**config.mk**
```make
export PLATFORM = sky130hd
export DESIGN_NAME = descriptor_slot_table
export DESIGN_NICKNAME = d
export VERILOG_FILES = /design/src/hw/rtl/dst_pkg.sv /design/src/hw/rtl/dst_table.sv /design/src/hw/rtl/descriptor_slot_table.sv
export SDC_FILE = /design/constraint.sdc
export NUM_CORES = 2
export LEC_CHECK = 0
export ABC_AREA = 1
export BUFFER_PORTS_ARGS = -buffer_cell sky130_fd_sc_hd__buf_2
export CAP_MARGIN = 20
export CORE_MARGIN = 2
export CORE_UTILIZATION = 40
export CTS_BUF_LIST = sky130_fd_sc_hd__clkbuf_4
export CTS_CLUSTER_SIZE = 12
export DETAILED_ROUTE_END_ITERATION = 10
export HOLD_SLACK_MARGIN = 0.02
export RECOVER_POWER = 50
export SKIP_LAST_GASP = 1
export SLEW_MARGIN = 20
export SYNTH_ARGS = -nofsm -noshare
export SYNTH_HDL_FRONTEND = slang
export SYNTH_SLANG_ARGS = --single-unit
```
**constraint.sdc**
```tcl
create_clock -name clk -period 5.1 [get_ports clk]
set_input_delay 0.51 -clock clk [delete_from_list [all_inputs] [get_ports clk]]
set_output_delay 0.51 -clock clk [all_outputs]
set_load 0.01 [all_outputs]
```
**src/hw/rtl/dst_pkg.sv**
```systemverilog
// dst_pkg: shared types and constants for the descriptor slot table
// holds table geometry, command and status codes, sequencer states and
// the request structs between the sequencer and the slot store
`timescale 1ns / 1ps

package dst_pkg;

  // table geometry
  localparam int SLOTS = 64;
  localparam int IDX_W = 6;
  localparam int KEY_W = 31;
  localparam int CNT_W = 7;
  localparam int CMD_W = 3;
  localparam int QRY_W = 8;

  // command codes
  localparam logic [CMD_W-1:0] CMD_INSERT = 3'd0;
  localparam logic [CMD_W-1:0] CMD_DELETE = 3'd1;
  localparam logic [CMD_W-1:0] CMD_FIND   = 3'd2;
  localparam logic [CMD_W-1:0] CMD_LIST   = 3'd3;
  localparam logic [CMD_W-1:0] CMD_CHECK  = 3'd4;

  // result status codes
  typedef enum logic [2:0] {
    ST_OK,
    ST_NOT_FOUND,
    ST_FULL,
    ST_BAD_KEY,
    ST_BAD_INDEX,
    ST_EMPTY
  } status_t;

  // sequencer states
  typedef enum logic [1:0] {
    S_IDLE,
    S_START,
    S_SCAN,
    S_RESP
  } state_t;

  // store update kinds
  typedef enum logic [1:0] {
    OP_NONE,
    OP_SET,
    OP_CLEAR
  } tbl_op_t;

  // write request into the slot store
  typedef struct packed {
    tbl_op_t          op;
    logic [IDX_W-1:0] addr;
    logic [KEY_W-1:0] key;
  } tbl_wr_t;

  // registered read data from the slot store
  typedef struct packed {
    logic             vld;
    logic [KEY_W-1:0] key;
  } tbl_rd_t;

endpackage

```
**src/hw/rtl/dst_table.sv**
```systemverilog
// dst_table: slot store with one write port and one registered read port
// keys live in a memory, occupancy in per-slot flops cleared at reset
// depends on dst_pkg
`timescale 1ns / 1ps

module dst_table import dst_pkg::*; (
  input  logic             clk,
  input  logic             rst,
  input  logic [IDX_W-1:0] rd_addr,
  output tbl_rd_t          rd,
  input  tbl_wr_t          wr,
  output logic [CNT_W-1:0] count
);

  logic [KEY_W-1:0] mem [SLOTS];
  logic [SLOTS-1:0] used;
  logic [KEY_W-1:0] rd_key;
  logic             rd_vld;

  // key memory, written only on insert
  always_ff @(posedge clk) begin
    if (wr.op == OP_SET) begin
      mem[wr.addr] <= wr.key;
    end
    rd_key <= mem[rd_addr];
  end

  // occupancy bits and count
  always_ff @(posedge clk) begin
    if (rst) begin
      used  <= '0;
      count <= '0;
    end else begin
      case (wr.op)
        OP_SET: begin
          used[wr.addr] <= 1'b1;
          count         <= count + CNT_W'(1);
        end
        OP_CLEAR: begin
          used[wr.addr] <= 1'b0;
          count         <= count - CNT_W'(1);
        end
        default: ;
      endcase
    end
  end

  // occupancy read, aligned with the key read
  always_ff @(posedge clk) begin
    rd_vld <= used[rd_addr];
  end

  assign rd = '{vld: rd_vld, key: rd_key};

endmodule

```
**src/hw/rtl/descriptor_slot_table.sv**
```systemverilog
// descriptor_slot_table: keyed slot table with insert, delete, find, list
// and index check, walked one slot per cycle by a small sequencer, unless
// list output stalls; depends on dst_pkg and dst_table
//
// Usage: a request (cmd, key, slot_query) is taken when in_valid is high and
// in_stall is low. in_stall stays high from acceptance until the request's
// last result has been loaded into the output register. Results leave on
// out_valid / out_stall; a result is held unchanged while out_stall is high.
// Insert, delete and find walk the slots through the single read port and
// the shared key comparator, one slot per cycle, stopping at a match.
// List walks all SLOTS slots and emits one result per occupied slot, the
// last one marked, or one empty result when none is occupied; a stalled
// output pauses the walk. Check-index reads only the queried slot, while
// a zero key or an out-of-range index is answered without any walk;
// command codes 5 to 7 give no result.
// The next request is accepted in the cycle after the last result is
// loaded, so the output register may still be waiting on the receiver.
// Reset clears every slot to empty and the occupied count to zero at once;
// no request is lost or repeated whatever the pattern of stalls.
`timescale 1ns / 1ps

module descriptor_slot_table import dst_pkg::*; (
  input  logic             clk,
  input  logic             rst,
  input  logic             in_valid,
  output logic             in_stall,
  input  logic [CMD_W-1:0] cmd,
  input  logic [KEY_W-1:0] key,
  input  logic [QRY_W-1:0] slot_query,
  output logic             out_valid,
  input  logic             out_stall,
  output logic [2:0]       status,
  output logic [IDX_W-1:0] slot_index,
  output logic [KEY_W-1:0] slot_key,
  output logic [CNT_W-1:0] occupied,
  output logic             last
);

  state_t           state, state_next;
  logic [CMD_W-1:0] cmd_q, cmd_q_next;
  logic [KEY_W-1:0] key_q, key_q_next;
  logic [QRY_W-1:0] query_q, query_q_next;
  logic [IDX_W-1:0] p_idx, p_idx_next;
  logic             empty_found, empty_found_next;
  logic [IDX_W-1:0] empty_idx, empty_idx_next;
  logic             hold_vld, hold_vld_next;
  status_t          res_status, res_status_next;
  logic [IDX_W-1:0] res_idx, res_idx_next;
  logic [KEY_W-1:0] res_key, res_key_next;
  tbl_op_t          res_op, res_op_next;

  status_t          out_status;
  logic             load;
  status_t          load_status;
  logic [IDX_W-1:0] load_idx;
  logic [KEY_W-1:0] load_key;
  logic [CNT_W-1:0] load_occ;
  logic             load_last;

  logic [IDX_W-1:0] rd_addr;
  tbl_rd_t          rd;
  tbl_wr_t          wr;
  logic [CNT_W-1:0] count;

  logic             hit;
  logic             last_slot;
  logic             out_free;
  logic             key_zero;
  logic             q_in_range;

  // slot store
  dst_table u_table (
    .clk     (clk),
    .rst     (rst),
    .rd_addr (rd_addr),
    .rd      (rd),
    .wr      (wr),
    .count   (count)
  );

  // shared key comparator and walk status
  assign hit        = rd.vld && (rd.key == key_q);
  assign last_slot  = (p_idx == IDX_W'(SLOTS - 1));
  assign out_free   = !out_valid || !out_stall;
  assign key_zero   = (key_q == '0);
  assign q_in_range = !query_q[QRY_W-1] &&
                      ({1'b0, query_q[QRY_W-2:0]} < QRY_W'(SLOTS));

  // sequencer state register
  always_ff @(posedge clk) begin
    if (rst) begin
      state <= S_IDLE;
    end else begin
      state <= state_next;
    end
  end

  // request and walk registers
  always_ff @(posedge clk) begin
    cmd_q       <= cmd_q_next;
    key_q       <= key_q_next;
    query_q     <= query_q_next;
    p_idx       <= p_idx_next;
    empty_found <= empty_found_next;
    empty_idx   <= empty_idx_next;
    hold_vld    <= hold_vld_next;
    res_status  <= res_status_next;
    res_idx     <= res_idx_next;
    res_key     <= res_key_next;
    res_op      <= res_op_next;
  end

  // sequencer next state, store access and output loads
  always_comb begin
    state_next       = state;
    cmd_q_next       = cmd_q;
    key_q_next       = key_q;
    query_q_next     = query_q;
    p_idx_next       = p_idx;
    empty_found_next = empty_found;
    empty_idx_next   = empty_idx;
    hold_vld_next    = hold_vld;
    res_status_next  = res_status;
    res_idx_next     = res_idx;
    res_key_next     = res_key;
    res_op_next      = res_op;
    in_stall         = (state != S_IDLE);
    rd_addr          = p_idx + IDX_W'(1);
    wr               = '{op: OP_NONE, addr: res_idx, key: key_q};
    load             = 1'b0;
    load_status      = res_status;
    load_idx         = res_idx;
    load_key         = res_key;
    load_occ         = count;
    load_last        = 1'b0;

    case (state)
      S_IDLE: begin
        if (in_valid) begin
          cmd_q_next   = cmd;
          key_q_next   = key;
          query_q_next = slot_query;
          state_next   = S_START;
        end
      end

      S_START: begin
        // first read issued here, result registers cleared
        p_idx_next       = (cmd_q == CMD_CHECK) ? query_q[IDX_W-1:0] : '0;
        rd_addr          = p_idx_next;
        empty_found_next = 1'b0;
        hold_vld_next    = 1'b0;
        res_status_next  = ST_OK;
        res_idx_next     = '0;
        res_key_next     = '0;
        res_op_next      = OP_NONE;
        case (cmd_q)
          CMD_INSERT, CMD_DELETE, CMD_FIND: begin
            if (key_zero) begin
              res_status_next = ST_BAD_KEY;
              state_next      = S_RESP;
            end else begin
              state_next = S_SCAN;
            end
          end
          CMD_LIST: state_next = S_SCAN;
          CMD_CHECK: begin
            if (!q_in_range) begin
              res_status_next = ST_BAD_INDEX;
              state_next      = S_RESP;
            end else begin
              state_next = S_SCAN;
            end
          end
          default: state_next = S_IDLE;
        endcase
      end

      S_SCAN: begin
        p_idx_next = p_idx + IDX_W'(1);
        case (cmd_q)
          CMD_INSERT: begin
            if (hit) begin
              res_idx_next = p_idx;
              state_next   = S_RESP;
            end else begin
              // remember the lowest empty slot
              if (!rd.vld && !empty_found) begin
                empty_found_next = 1'b1;
                empty_idx_next   = p_idx;
              end
              if (last_slot) begin
                state_next = S_RESP;
                if (empty_found || !rd.vld) begin
                  res_idx_next = empty_found ? empty_idx : p_idx;
                  res_op_next  = OP_SET;
                end else begin
                  res_status_next = ST_FULL;
                end
              end
            end
          end

          CMD_DELETE, CMD_FIND: begin
            if (hit) begin
              res_idx_next = p_idx;
              res_op_next  = (cmd_q == CMD_DELETE) ? OP_CLEAR : OP_NONE;
              state_next   = S_RESP;
            end else if (last_slot) begin
              res_status_next = ST_NOT_FOUND;
              state_next      = S_RESP;
            end
          end

          CMD_CHECK: begin
            res_status_next = rd.vld ? ST_OK : ST_NOT_FOUND;
            res_idx_next    = rd.vld ? p_idx : '0;
            state_next      = S_RESP;
          end

          CMD_LIST: begin
            if (rd.vld && hold_vld && !out_free) begin
              // output busy: re-read this slot and hold the walk
              rd_addr    = p_idx;
              p_idx_next = p_idx;
            end else begin
              // push the held entry, keep the new one back for last marking
              if (rd.vld) begin
                load          = hold_vld;
                res_idx_next  = p_idx;
                res_key_next  = rd.key;
                hold_vld_next = 1'b1;
              end
              if (last_slot) begin
                state_next = S_RESP;
                if (!rd.vld && !hold_vld) begin
                  res_status_next = ST_EMPTY;
                end
              end
            end
          end

          default: state_next = S_IDLE;
        endcase
      end

      S_RESP: begin
        // final result goes out together with the store update
        if (out_free) begin
          load      = 1'b1;
          load_last = 1'b1;
          wr.op     = res_op;
          case (res_op)
            OP_SET:   load_occ = count + CNT_W'(1);
            OP_CLEAR: load_occ = count - CNT_W'(1);
            default:  load_occ = count;
          endcase
          state_next = S_IDLE;
        end
      end

      default: state_next = S_IDLE;
    endcase
  end

  // output register
  always_ff @(posedge clk) begin
    if (rst) begin
      out_valid <= 1'b0;
    end else if (load) begin
      out_valid <= 1'b1;
    end else if (!out_stall) begin
      out_valid <= 1'b0;
    end
  end

  always_ff @(posedge clk) begin
    if (load) begin
      out_status <= load_status;
      slot_index <= load_idx;
      slot_key   <= load_key;
      occupied   <= load_occ;
      last       <= load_last;
    end
  end

  assign status = out_status;

  // occupied count never exceeds the table size
  a_occ_range: assert property (@(posedge clk) disable iff (rst)
    out_valid |-> (occupied <= CNT_W'(SLOTS)))
    else $error("occupied count above table size");

  // only list results carry a key, and those are always ok
  a_key_ok: assert property (@(posedge clk) disable iff (rst)
    out_valid && (slot_key != '0) |-> (out_status == ST_OK))
    else $error("key carried on a failed result");

  // failed results point at slot zero and end the request
  a_fail_last: assert property (@(posedge clk) disable iff (rst)
    out_valid && (out_status != ST_OK) |-> (slot_index == '0) && last)
    else $error("failed result with slot or without last");

  // the store changes only when the final result is loaded
  a_wr_load: assert property (@(posedge clk) disable iff (rst)
    (wr.op != OP_NONE) |-> load && load_last)
    else $error("store written outside final result");

endmodule

```
; Word-level counts from Yosys, hierarchy flattened
; Memories as Yosys holds them, arrays and structs flattened. A register that Yosys moved wholly into a read port is not among the register bits.
; Index checks and enable logic that the tools add are counted.
[totals]
register_bits = 221
latchBits = 0
ramBits = 1984
mem_bits_ro = 0
input_bits = 46
out_inout_bits = 50
elab_cells = 180
n_memories = 1
[classes]
addsub = 3
n_mul = 0
div = 0
n_lt_le_gt_ge = 4
eq_ne = 37
n_shift = 0
n_mux = 78
bitwise = 4
n_reduce_logical = 32
[memory_table]
columns = memory, depth, width, rd, rd_clocked_by_memory_dff, wr, line
row1 = u_table.mem, 64, 31, 1, 1, 1, dst_table.sv:15  ; logic [KEY_W-1:0] mem [SLOTS];
[ops]
columns = operator, count
row1 = $pmux W64 S2, 1
row2 = $mux W31, 3
row3 = $mux W6, 11
row4 = $and A64 B64 Y64, 1
row5 = $not A64 Y64, 1
row6 = $or A64 B64 Y64, 1
row7 = $pmux W31 S2, 1
row8 = $pmux W6 S2, 3
row9 = $eq A31 B31 Y1, 1
row10 = $logic_not A31 Y1, 1
row11 = $ne A3 B3 Y1 const B, 10
row12 = $pmux W7 S2, 2
row13 = $mux W3, 9
row14 = $mux W2, 13
row15 = $pmux W6 S4, 1
row16 = $mux W1, 19
row17 = $lt A6 B7 Y1 const B, 2
row18 = $mux W7, 2
row19 = $ne A2 B2 Y1 const B, 6
row20 = $pmux W2 S3, 2
row21 = $pmux W3 S2, 2
row22 = $pmux W3 S4, 1
row23 = $reduce_and A4 Y1, 3
row24 = $reduce_and A10 Y1, 1
row25 = other kinds (34), 61

; Longest topological paths before layout
[depth]
word_depth = 9
depth_mapped = 18

; Modules after synthesis
; From an unflattened synthesis, not the netlist that was laid out.
[unflattened]
hier_cells = 7757
area_unflattened_um2 = 90760.8
[modules_own_cells]
columns = module, n_inst, cells_per_inst, area_per_inst_um2
row1 = dst_table, 1, 7115, 84025.6
row2 = descriptor_slot_table, 1, 642, 6735.2

; Worst setup path after synthesis
; No wires, ideal clock.
[synth_timing]
kind = register to register
start = register state[0]
end = register last, enable pin
setup_ps = 527
arrival_ps = 4815
required_time_ps = 4573
path_slack_ps = -243
stages_incl_launch_ff = 7
path_buffers = 2
cell_sequence = dfxtp_1 -> inv_1 -> ha_1 -> buf_2 -> clkbuf_1 -> nand2_1 -> o31ai_1
[synth_between]
elab_chain_cells = 2
[synth_lines]
columns = item, line
row1 = start: declaration, descriptor_slot_table.sv:39  ; state_t state, state_next;
row2 = start signal: assignment, descriptor_slot_table.sv:94  ; state <= state_next;
row3 = $eq A2 B2 Y1, descriptor_slot_table.sv:137  ; case (state)
row4 = $pmux W1 S2 *, descriptor_slot_table.sv:137
row5 = named net load, descriptor_slot_table.sv:53  ; logic load;
row6 = end signal: assignment, descriptor_slot_table.sv:283  ; last <= load_last;
row7 = end: declaration, descriptor_slot_table.sv:36  ; output logic last
; Mark *: on every way through the listed nets, which the timed path passes. The rest lies on a longest branch.
; A chain may end at the register's enable or synchronous reset.

; Worst setup path after layout
[layout_timing]
start = register state[1]
end = register u_table.rd_key[4], read port of u_table.mem
[layout_between]
elab_chain_cells = 2
[layout_lines]
columns = item, line
row1 = $eq A2 B2 Y1 / $eq A2 B1 Y1 (equally long branches), descriptor_slot_table.sv:137
row2 = $pmux W6 S2 *, descriptor_slot_table.sv:137
row3 = end: declaration, dst_table.sv:17  ; logic [KEY_W-1:0] rd_key;
; Mark *: on every way between the ends. The rest lies on a longest branch, timed or not.

==> qor.csv <==
stage,metric,value,unit
global_route,antenna_found_initial,11,
critical_path,crit_end,u_table.rd_key[4],
yosys,yosysSeqAreaShare,68.3,%
floorplan,start_util,40.2,%
floorplan,dieWidth,496,um
critical_path,worstReg2RegEnd,u_table.rd_key[4],
yosys,ys_types,40,
critical_path,r2r_start,state[1],
clocking,cts-resized-gates,0,
global_route,grt_pass1_wl,448000,um
yosys,ys.flop_type,edfxtp_1,
clocking,htree_levels,6,
timing,rsz0062_at_grt,false,
job,cap_violations,32,
yosys,synth_edf_count,2130,
clocking,cts_tree,yes,
layout,multi_input_area,0.0248,mm2
pwr,p_leak,42.7,nW
timing,max_freq,205,MHz
critical_path,crit_fanout,49,
place,place_congestion,0.889,
critical_path,crit_path_end_kind,flop,
timing,skew,0.149,ns
critical_path,crit_start,state[1],
yosys,async_flop_share,0,%
timing,fin_crit_sh,95.7,%
critical_path,criticalPathCategory,reg2reg,
layout,drive_gt1_share,13.0,%
clocking,cts-root-buf,clkbuf_4,
clocking,cts_sinks,2236,
drt,first_pass_iters,6,
yosys,netlist_area,0.0968,mm2
timing,maxSlewHeadroom,-182,%
run_status,status,finished with violations,
drt,via_per_inst,5.49,
global_route,grt_max_degree,169,
layout,final_cell_mix,"2226 x nand3_1, 2130 x edfxtp_1, 2077 x nand2_1",
timing,hold_viol_final,0,
clocking,cts-buffers-inserted,597,
yosys,syn_nets,8978,
place,port_buffers,95,
layout,seq_area,0.0661,mm2
drt,drtIter0Drc,8617,
critical_path,cp-start-kind,flop,
critical_path,required,6.37,ns
min_path,hold_path.startpoint,in_valid,
layout,finalNonFillerCells,12900,
global_route,grt-ovfl-total,0,
layout,final_common_cell,nand3_1,
layout,nNetsFinal,9372,
floorplan,dieHeight,496,um
global_route,grt_usage,24.6,%
pwr,power,46.7,mW
pwr,p_per_area,428,mW/mm2
critical_path,crit_arrival,6.15,ns
yosys,ys_warn_count,0,
timing,fin_crit,4.88,ns
timing,finalSetupTns,0,ns
timing,tightestPinTransition,4.24,ns
layout,nFillCells,22300,
clocking,clock_path_buffers,4,
floorplan,pin_count,96,
pwr,ir_drop,0.293,mV
critical_path,r2r_slack,0.22,ns
run_status,violations,"max-capacitance violations, max-slew violations",
floorplan,core,0.241,mm2
drt,final_antenna_net_count,0,
clocking,clk_pin_slew,0.07,ns
place,placed_cells,11800,
critical_path,r2r_cells,12,
min_path,hold_class,in2reg,
clocking,insertion_delay,1.46,ns
place,dp_hpwl,161000,um
yosys,syn_avg_cell_area,10.8,um2
drt,wirelength,309000,um
global_route,first_global_vias,68200,
yosys,synthCells,8920,
timing,maxSlewViolCount,1986,
drt,post-route-drc-count,0,
floorplan,rows,180,
floorplan,die_area,0.246,mm2
layout,area_growth,12.8,%
yosys,synth_seq_cells,2236,
drt,vias,70900,
drt,wl_per_cell,23.9,um
timing,finalSetupViolCount,0,
[worst min path at each step]
stage,endpoint,slack [ns],depth (start not counted)
floorplan,slot_key[0],0.40,0
global placement,slot_key[18],0.41,0
detailed placement,slot_key[18],0.40,0
CTS,state[0],0.12,6
global route,cmd_q[0],0.23,3
finish,state[0],0.28,6
[cell usage after synthesis (2+ instances only)]
cell | number | share of area, %
nor4_1 | 5 | 0.032
a21oi_1 | 85 | 0.44
ha_1 | 12 | 0.16
nand2_1 | 2078 | 8.1
o22ai_1 | 4 | 0.026
buf_6 | 4 | 0.047
buf_2 | 333 | 1.7
nand3_1 | 2226 | 12
a22oi_1 | 2 | 0.016
xor2_1 | 18 | 0.16
o21ai_0 | 101 | 0.52
or2_2 | 8 | 0.052
nor3_1 | 136 | 0.70
o211ai_1 | 10 | 0.078
nor2_1 | 41 | 0.16
a31oi_1 | 2 | 0.013
nand2_2 | 2 | 0.013
inv_1 | 920 | 3.6
nand2_4 | 3 | 0.035
xnor2_1 | 4 | 0.036
nor2_4 | 2 | 0.023
clkinv_1 | 2 | 0.0078
buf_4 | 24 | 0.19
nand3b_1 | 384 | 3.0
inv_2 | 3 | 0.012
nand4_1 | 11 | 0.071
dfxtp_1 | 106 | 2.2
nand3_2 | 2 | 0.021
clkbuf_1 | 220 | 0.85
o31ai_1 | 2 | 0.016
buf_1 | 30 | 0.12
edfxtp_1 | 2130 | 66
a211oi_1 | 3 | 0.023
[metrics by stage]
stage	worst slack [ns]	hold WS, ns	utilization (%)	instance area (um2)
after floorplan	0.980	0.400	-	96800
after global placement	0.420	0.407	42.0	101000
after detailed placement	0.362	0.405	42.0	101000
after CTS	0.339	0.124	45.4	109000
after global routing	0.0531	0.229	45.4	109000
final	0.222	0.280	45.4	109000
[power breakdown]
part / internal (mW) / total, mW / switching, mW
combinational: 2.50 / 9.88 / 7.38
clock: 8.34 / 15.7 / 7.35
sequential: 20.5 / 21.1 / 0.630
total: 31.3 / 46.7 / 15.4
[per-layer routing]
layer	routed length, um	global-route usage, %	vias to the layer above
met2	138000	37.5	3854
met3	33000	6.09	673
met1	121000	32.2	34400
met5	13	0	-
li1	-	-	31900
met4	16400	13.5	2
[registers in the layout, summed over array words and instances, names as in the netlist, 7 cells and up, named ones only]
register	cells
slot_key	31
occupied	7
key_q	31
u_table.count	7
u_table.mem	1984
u_table.rd_key	31
load_key	31
query_q	8
[logic make-up (layout without fill, tap and decap cells)]
family                   after synthesis  in the layout  synth area share [%]
AND/OR/NAND/NOR                     4900           4900                  23.7
flip-flops                          2236           2236                  68.3
buffers and inverters               1536           2330                  6.51
AO/OA/AOI/OAI                        214            214                  1.17
XOR/XNOR                              22             22                 0.199
adder cells (fa/ha/maj)               12             12                 0.155
other                                  0             11                     0
[worst max-delay path, cell delays in order, from the launching register on]
cell	delay (ns)
dfxtp_1	0.42
inv_1	0.12
ha_1	0.80
inv_1	0.36
nand2_1	0.23
nand2_4	0.16
inv_8	0.42
buf_4	0.66
nand3_1	0.25
nand3_1	0.12
nand3_1	0.39
nand3_1	0.60
nand2_1	0.10
[repair_timing]
item,4_1_cts,5_1_grt
hold buffers,90,0
hold endpoints to repair,232,0
setup buffers,0,0
[final cells by class]
cell class / count / area share (%)
Tap cell: 3185 / 3.65
Sequential cell: 2236 / 60.6
Clock buffer: 900 / 6.19
Multi-Input combinational cell: 5148 / 22.8
Timing Repair Buffer: 406 / 3.09
Antenna cell: 11 / 0.0252
Inverter: 925 / 3.20
Clock inverter: 99 / 0.534
Note: power is estimated with default switching activity, not from simulation.
